### src/rtl/cmrf_pkg.sv
// ----------------------------------------------------------------------------
// cmrf_pkg
// Types, sizes and codes shared by the record filter modules.
// ----------------------------------------------------------------------------
`timescale 1ns / 1ps

package cmrf_pkg;

	localparam int MAX_RECORDS  = 32;
	localparam int MAX_NAME_LEN = 31;

	localparam int CHAR_W  = 8;
	localparam int CNT_W   = 10;
	localparam int ID_W    = 32;
	localparam int DEPTH   = 1 << CHAR_W;
	localparam int REC_W   = $clog2(MAX_RECORDS + 1);
	localparam int IDX_W   = (MAX_RECORDS > 1) ? $clog2(MAX_RECORDS) : 1;
	localparam int NL_W    = $clog2(MAX_NAME_LEN + 1);

	localparam logic [CNT_W-1:0]       COUNT_MAX = {CNT_W{1'b1}};
	localparam logic [MAX_RECORDS-1:0] ROW_ONE   = MAX_RECORDS'(1);

	localparam logic CMD_CHAR   = 1'b0;
	localparam logic CMD_FINISH = 1'b1;
	localparam logic KIND_MODE  = 1'b0;
	localparam logic KIND_ID    = 1'b1;

	typedef enum logic [2:0] {
		ST_IDLE,
		ST_CHAR_UPD,
		ST_REPORT,
		ST_WALK,
		ST_EMIT
	} state_t;

	typedef struct packed {
		logic accept_char;
		logic fin_read;
		logic char_write;
		logic load_report;
		logic id_read;
		logic load_id;
		logic shift_row;
		logic clear;
	} dp_cmd_t;

	typedef struct packed {
		logic out_free;
		logic row_zero;
		logic row_bit0;
		logic row_rest_zero;
	} dp_stat_t;

endpackage

### src/rtl/cmrf_ctrl.sv
// ----------------------------------------------------------------------------
// cmrf_ctrl
// Sequencer for character updates and the finish report walk.
// ----------------------------------------------------------------------------
`timescale 1ns / 1ps

module cmrf_ctrl (
	input  logic                clk,
	input  logic                arst_n,
	input  logic                in_valid,
	input  logic                command,
	output logic                in_ready,
	input  cmrf_pkg::dp_stat_t  stat,
	output cmrf_pkg::dp_cmd_t   cmd
);

	cmrf_pkg::state_t state_q;
	cmrf_pkg::state_t state_d;

	always_ff @(posedge clk or negedge arst_n) begin
		if (!arst_n) begin
			state_q <= cmrf_pkg::ST_IDLE;
		end else begin
			state_q <= state_d;
		end
	end

	always_comb begin
		state_d  = state_q;
		cmd      = '0;
		in_ready = 1'b0;
		case (state_q)
			cmrf_pkg::ST_IDLE: begin
				in_ready = 1'b1;
				if (in_valid) begin
					if (command == cmrf_pkg::CMD_CHAR) begin
						cmd.accept_char = 1'b1;
						state_d         = cmrf_pkg::ST_CHAR_UPD;
					end else begin
						cmd.fin_read = 1'b1;
						state_d      = cmrf_pkg::ST_REPORT;
					end
				end
			end
			cmrf_pkg::ST_CHAR_UPD: begin
				cmd.char_write = 1'b1;
				state_d        = cmrf_pkg::ST_IDLE;
			end
			cmrf_pkg::ST_REPORT: begin
				if (stat.out_free) begin
					cmd.load_report = 1'b1;
					if (stat.row_zero) begin
						cmd.clear = 1'b1;
						state_d   = cmrf_pkg::ST_IDLE;
					end else begin
						state_d = cmrf_pkg::ST_WALK;
					end
				end
			end
			cmrf_pkg::ST_WALK: begin
				if (stat.row_bit0) begin
					cmd.id_read = 1'b1;
					state_d     = cmrf_pkg::ST_EMIT;
				end else begin
					cmd.shift_row = 1'b1;
				end
			end
			cmrf_pkg::ST_EMIT: begin
				if (stat.out_free) begin
					cmd.load_id   = 1'b1;
					cmd.shift_row = 1'b1;
					if (stat.row_rest_zero) begin
						cmd.clear = 1'b1;
						state_d   = cmrf_pkg::ST_IDLE;
					end else begin
						state_d = cmrf_pkg::ST_WALK;
					end
				end
			end
			default: begin
				state_d = cmrf_pkg::ST_IDLE;
			end
		endcase
	end

endmodule

### config.mk
export PLATFORM = sky130hd
export DESIGN_NAME = cmrf_ctrl
export DESIGN_NICKNAME = d
export VERILOG_FILES = /design/src/rtl/cmrf_pkg.sv /design/src/rtl/cmrf_ctrl.sv
export SDC_FILE = /design/constraint.sdc
export NUM_CORES = 1
export LEC_CHECK = 0
export BUFFER_PORTS_ARGS = -buffer_cell sky130_fd_sc_hd__buf_2
export CAP_MARGIN = 15
export CORE_AREA = 3 3 40 42
export DETAILED_ROUTE_END_ITERATION = 7
export DIE_AREA = 0 0 43 45
export GPL_TIMING_DRIVEN = 0
export PLACE_DENSITY_LB_ADDON = 0.12
export SETUP_SLACK_MARGIN = 0.4
export SYNTH_ARGS = -nofsm -noshare
export SYNTH_HDL_FRONTEND = slang
export SYNTH_SLANG_ARGS = --single-unit
### constraint.sdc
create_clock -name clk -period 1.2 [get_ports clk]
set_input_delay 0.06 -clock clk [delete_from_list [all_inputs] [get_ports clk]]
set_output_delay 0.06 -clock clk [all_outputs]
set_load 0.01 [all_outputs]
==> results.md, run 1 <==
* Outcome: finished, violations left
* Failing checks: negative setup slack
* Max-Cap Viols at 0
* Syn_nets at 46
* Cell accounting for the most synthesized area: dfrtp_1
* # placed instances at 69
* Drc violations at 0
* Async S/R FF share, synth at 1.00
* Final clock skew at about 0.0053 ns
* CTS H-tree depth at 1
* DIE WIDTH at about 43 um
* Root buffer cell: clkbuf_4
* Initial antenna violation count at 0
* Ratio of cells with drive above 1 in the final layout at 0.710
* Gp weighted congestion at about 0.7
* CP top delay family: buffers and inverters
* Unrepaired setup endpoints after global routing: yes
* CTS clk-pin slew, worst paths at ~0.040 ns
* Longest Clk Path Bufs at 2
* Critical path class: reg -> out
* Fin. Hold Viols at 0
* Crit Path Max Fanout at 3
* Tightest Pin Transition at around 0.26 ns
* Die height at roughly 45 um
* Most Frequent Cell on Critical Path: buf_6
* Proportion of netlist area held by the largest area contributor at 0.246
* Netlist Area Pre-Place at roughly 300 um^2
* Synth Flop Type: dfrtp_1
* Max Clk Rate at 0.775 GHz
* FF-to-FF path depth at 7
* Vias in the first global route at 353
* Global-route wire length before repair at around 1600 um
* Total gr overflow at 0
* Sinks on Clock Net at 3
* Stages on the worst setup path at 5
* Routed wire per std cell at about 12 um
* Initial Util at 0.238
* Final setup vio count at 7
* Power Density at about 2200 nW/um^2
* Drt first pass iters at 2
* Total CTS buffers at 3
* Vias per inst at roughly 4.8
* Commonest non-fill, non-tap cell in the layout: buf_2
* Layout area overhead at 96.7%
* Worst skew pair latency at about 0.23 ns
* Min Tclk post-route at around 1.3 ns
* CTS tree: done
* Mean Syn Cell Area at roughly 8 um^2
* Gate Count Post-Synth at 38
* Worst Setup End Kind: output port
* Period Utilization, post-route at 1.07
* Largest net degree at the start of global routing at 8
* Synth top area cells: dfrtp_1 (25%), buf_6 (7.4%), and3_1 (6.1%)
* Worst VDD drop at between 800 and 900 uV
* Post-route setup TNS at -0.309 ns
* DIE AREA at around 1900 um^2
* WP data arrival at 1.23 ns
* ANT nets after route at 0
* Startpoint types: flop
* Crit-path max cell delay at ~0.36 ns
* Leakage power at roughly 0.3 nW
* Sum of buffers and inverters on the critical path at 3
* I/O Pins at 17
* Placed wire-length estimate at around 620 um
* Registers with the most flip-flops: state_q x3
* Slew Limit Fails at 0
* Post-synthesis sequential element count at 3
* IO buf count at 16
* Max FFs per register at 3
* Final WS setup at -0.0898 ns
* Post-synth cell types at 23
* Core ar. at about 1300 um^2
* ANT cells at 0
* Std cell rows at 13
* DR iter-0 viols at 3
* Normalized max-slew margin at 0.829
* CP required at approximately 1.1 ns
* Via count at a little over 400
* Number of synthesized flops with an enable pin at 0
* Final net count at 78
* Cell area after layout at roughly 600 um^2
* Sequential area share after synthesis at 0.246
* Most frequent cells in the layout: buf_2 (14), buf_4 (8), buf_6 (6)
* Warnings from Yosys at 0
* GRT Util Overall at 0.109
* Total chip power at between 1 and 1.5 mW
* Reg with most FFs: state_q
* Hold Path Class: in -> reg
* WL final at 1010 um
* WHS at roughly 0.062 ns
* Worst path slowest cell: dfrtp_1
* Dpl cell area at approximately 420 um^2
* Cell Count, Final, Fillers Out at 84
* Hold depth at 2
* Critical-path cell list: buf_6 -> buf_6 -> nor3_4 -> and3_1 -> buf_2
==> cells by family (layout without fill, tap and decap cells) <==
logic type | after synthesis | count (layout) | share of synthesized area
buffers and inverters | 5 | 36 | 0.127
AO/OA/AOI/OAI | 9 | 9 | 0.234
multiplexers | 1 | 1 | 0.0328
flip-flops | 3 | 3 | 0.246
AND/OR/NAND/NOR | 20 | 20 | 0.361
==> cells in the mapped netlist (2+ instances only) <==
library cell and count:
and3_1 3, buf_6 2, o22ai_1 3, nand2_1 4
nor3_1 3, o2bb2ai_1 2, dfrtp_1 3, nor2_1 3
==> metrics by stage <==
| step | setup WS (ns) | util |
|---|---|---|
| final | -0.0898 | 0.467 |
| after global routing | -0.155 | 0.467 |
| after CTS | -0.126 | 0.410 |
| after detailed placement | 0.0542 | 0.327 |
| after global placement | 0.0425 | 0.327 |
| after floorplan | 0.152 | - |
==> layer usage <==
metal | global-route usage | part of all wire | vias to the layer above
li1 | - | - | 204
met3 | 0.0199 | 0.054 | 0
met4 | 0.0542 | 0 | 0
met1 | 0.150 | 0.44 | 188
met5 | 0 | 0 | -
met2 | 0.162 | 0.51 | 11
==> final cells by class <==
| cell class | count | area (um^2) |
|---|---|---|
| fillers | 132 | 684 |
| multi-input cells | 30 | 250 |
| repair buffers | 27 | 185 |
| flip-flops and latches | 3 | 76.3 |
| clock buffers | 4 | 26.3 |
| plain buffers | 2 | 22.5 |
| inverters | 3 | 21.3 |
| well taps | 15 | 18.8 |
==> repair_timing <==
action                                  in CTS  in global routing
pin swaps                                    7                  6
gates resized for setup                      8                 10
buffers inserted                             5                  4
gates cloned                                 1                  0
hold buffers                                 1                  0
hold endpoints to repair                     3                  0
endpoints found under the setup margin      12                 12
==> where the power goes <==
part | internal (mW) | switching [mW] | total [mW]
combinational | 0.544 | 0.427 | 0.971
sequential | 0.142 | 0.0475 | 0.190
clock | 0.125 | 0.0506 | 0.175
total | 0.811 | 0.525 | 1.34
==> worst paths after layout <==
| path | from | to | slack, ns |
|---|---|---|---|
| hold / removal | stat[1] | state_q[0] | 0.06 |
| setup reg to reg | state_q[1] | state_q[0] | 0 |
| min in group asynchronous | arst_n | state_q[1] | 0.15 |
| max in group asynchronous | arst_n | state_q[0] | 0.94 |
| setup / recovery | state_q[1] | cmd[6] | -0.09 |
| hold reg to reg | state_q[2] | state_q[1] | 0.63 |
(Power assumes the default switching activity.)
==> inputs of run 2 (changes only) <==
--- a/config.mk
+++ b/config.mk
@@ -14,2 +14,3 @@
 export PLACE_DENSITY_LB_ADDON = 0.12
+export REMOVE_ABC_BUFFERS = 1
 export SETUP_SLACK_MARGIN = 0.4
==> constraint.sdc (replaced) <==
create_clock -name clk -period 1.2 [get_ports clk]
set_input_delay 0.12 -clock clk [delete_from_list [all_inputs] [get_ports clk]]
set_output_delay 0.12 -clock clk [all_outputs]
set_load 0.01 [all_outputs]
==> results.md, run 2 (synthesis results as in run 1) <==
* Outcome: finished, violations left
* Failing checks: negative setup slack
* Final net count at between 70 and 80
* Total chip power at between 1 and 1.5 mW
* Worst skew pair latency at about 0.24 ns
* RR Startpoint: state_q[1]
* CP top delay family: flip-flops
* Fill count at 147
* CP required at between 1 and 1.5 ns
* Period Utilization, post-route at 1.14
* Total gr overflow at 0
* Normalized max-slew margin at 0.837
* DIE WIDTH at between 40 and 50 um
* Drc violations at 0
* Clock power share at 0.159
* Unrepaired setup endpoints after global routing: yes
* WP data arrival at 1.24 ns
* Root buffer cell: clkbuf_4
* Hold depth at 2
* Registers with the most flip-flops: state_q x3
* Initial antenna violation count at 0
* Vias per inst at 4.73
* Final WS setup at -0.162 ns
* Min Tclk post-route at 1.36 ns
* IO buf count at 16
* CTS H-tree depth at 1
* Crit-path max cell delay at a little under 0.5 ns
* Std cell rows at 13
* Hold Crit Start: stat[1]
* DR iter-0 viols at 6
* Global-route wire length before repair at approximately 1500 um
* Drt first pass iters at 3
* P_sw at about 0.45 mW
* Combinational power share at 0.642
* Hold Path Class: in -> reg
* Worst path slowest cell: dfrtp_2
* Longest Clk Path Bufs at 2
* ANT nets after route at 0
* Critical path class: reg -> out
* Min-Delay Endpoint: state_q[0]
* Fin. Hold Viols at 0
* Core ar. at roughly 1300 um^2
* WL final at between 900 and 1000 um
* Max Clk Rate at approximately 0.73 GHz
* Final setup vio count at 9
* Max FFs per register at 3
* Share of power burned in registers at 0.198
* Crit Path Max Fanout at 9
* Startpoint types: flop
* Vias in the first global route at roughly 340
* Via count at around 380
* Area of the multi-input gates at 215 um^2
* Reg2Reg Setup Slack at approximately 0.04 ns
* Sum of buffers and inverters on the critical path at 1
* Initial Util at 0.238
* Die height at roughly 45 um
* Largest net degree at the start of global routing at 10
* I/O Pins at 17
* FF-to-FF path depth at 4
* Most frequent cells in the layout: buf_2 (15), buf_4 (9), nand2_1 (4)
* DIE AREA at just under 2000 um^2
* ANT cells at 0
* Worst VDD drop at 825 uV
* Final clock skew at between 0.009 and 0.01 ns
* Slew Limit Fails at 0
* Placed wire-length estimate at around 620 um
* First element of the critical path: state_q[2]
* Max-Cap Viols at 0
* Ratio of cells with drive above 1 in the final layout at 0.606
* Layout area overhead at 70.1%
* Post-route setup TNS at -0.996 ns
* GRT Util Overall at 0.106
* Sw frac at 0.397
* Reg with most FFs: state_q
* Sinks on Clock Net at 3
* CTS tree: done
* Worst Setup End Kind: output port
* Leakage power at 0.262 nW
* Tightest Pin Transition at ~0.24 ns
* Seq. cell area at around 79 um^2
* CTS clk-pin slew, worst paths at 0.04 ns
* Critical-path cell list: nand2_1 -> o22ai_1 -> buf_2
* Total CTS buffers at 3
* Commonest non-fill, non-tap cell in the layout: buf_2
* Gp weighted congestion at about 0.67
* Routed wire per std cell at roughly 12 um
* Worst reg2reg endpoint: state_q[0]
* Internal power at around 0.69 mW
* Power Density at approximately 2200 nW/um^2
## run 2: repair_timing
action / 4_1_cts / 5_1_grt
gates resized for setup: 8 / 1
cloned: 0 / 0
hold endpoints to repair: 3 / 0
endpoints found under the setup margin: 12 / 12
pin swaps: 1 / 3
buffers inserted: 6 / 3
hold buffers: 1 / 0
## run 2: worst reg2reg max path, delay by kind of cell, from the launching register on
family | cells | cell delay (ns)
DFF | 1 | 0.40
AOI/OAI and AO/OA | 2 | 0.45
buffers and inverters | 1 | 0.15
and+or+nand+nor | 1 | 0.06
## run 2: worst max-delay path by stage
| stage | endpoint | slack [ns] | cells past startpoint |
|---|---|---|---|
| after floorplan | cmd[6] | -0.02 | 2 |
| after global placement | cmd[0] | -0.13 | 5 |
| after detailed placement | cmd[0] | -0.12 | 5 |
| after CTS | cmd[6] | -0.14 | 4 |
| after global routing | cmd[0] | -0.21 | 5 |
| final | cmd[1] | -0.16 | 3 |
## run 2: per-layer routing
metal	up-vias	global-route usage	share of wire
li1	194	-	-
met3	2	0.0159	0.053
met1	171	0.133	0.44
met4	0	0.0723	0.015
met2	16	0.168	0.49
met5	-	0	0
## run 2: cell type report
type	count	share of cell area
Timing Repair Buffer	26	0.316
Multi-Input combinational cell	30	0.414
Sequential cell	3	0.152
Tap cell	15	0.0361
Inverter	3	0.0313
Clock buffer	4	0.0506
## run 2: per-stage QoR
step / worst slack [ns] / instances / area, um^2 / utilization / hold WS (ns)
global placement: -0.129 / 67 / 382 / 0.297 / -0.0818
CTS: -0.142 / 78 / 490 / 0.382 / 0.135
detailed placement: -0.123 / 67 / 382 / 0.297 / -0.0841
floorplan: -0.0247 / 36 / 283 / - / -0.176
finish: -0.162 / 81 / 519 / 0.404 / 0.130
global route: -0.210 / 81 / 519 / 0.404 / 0.135
## run 2: power by group through the flow
stage	sequential, mW	combinational (mW)	clock, mW
floorplan	0.211	0.318	0
global placement	0.240	0.454	0
detailed placement	0.238	0.451	0
CTS	0.221	0.653	0.177
global route	0.234	0.802	0.196
finish	0.227	0.735	0.182
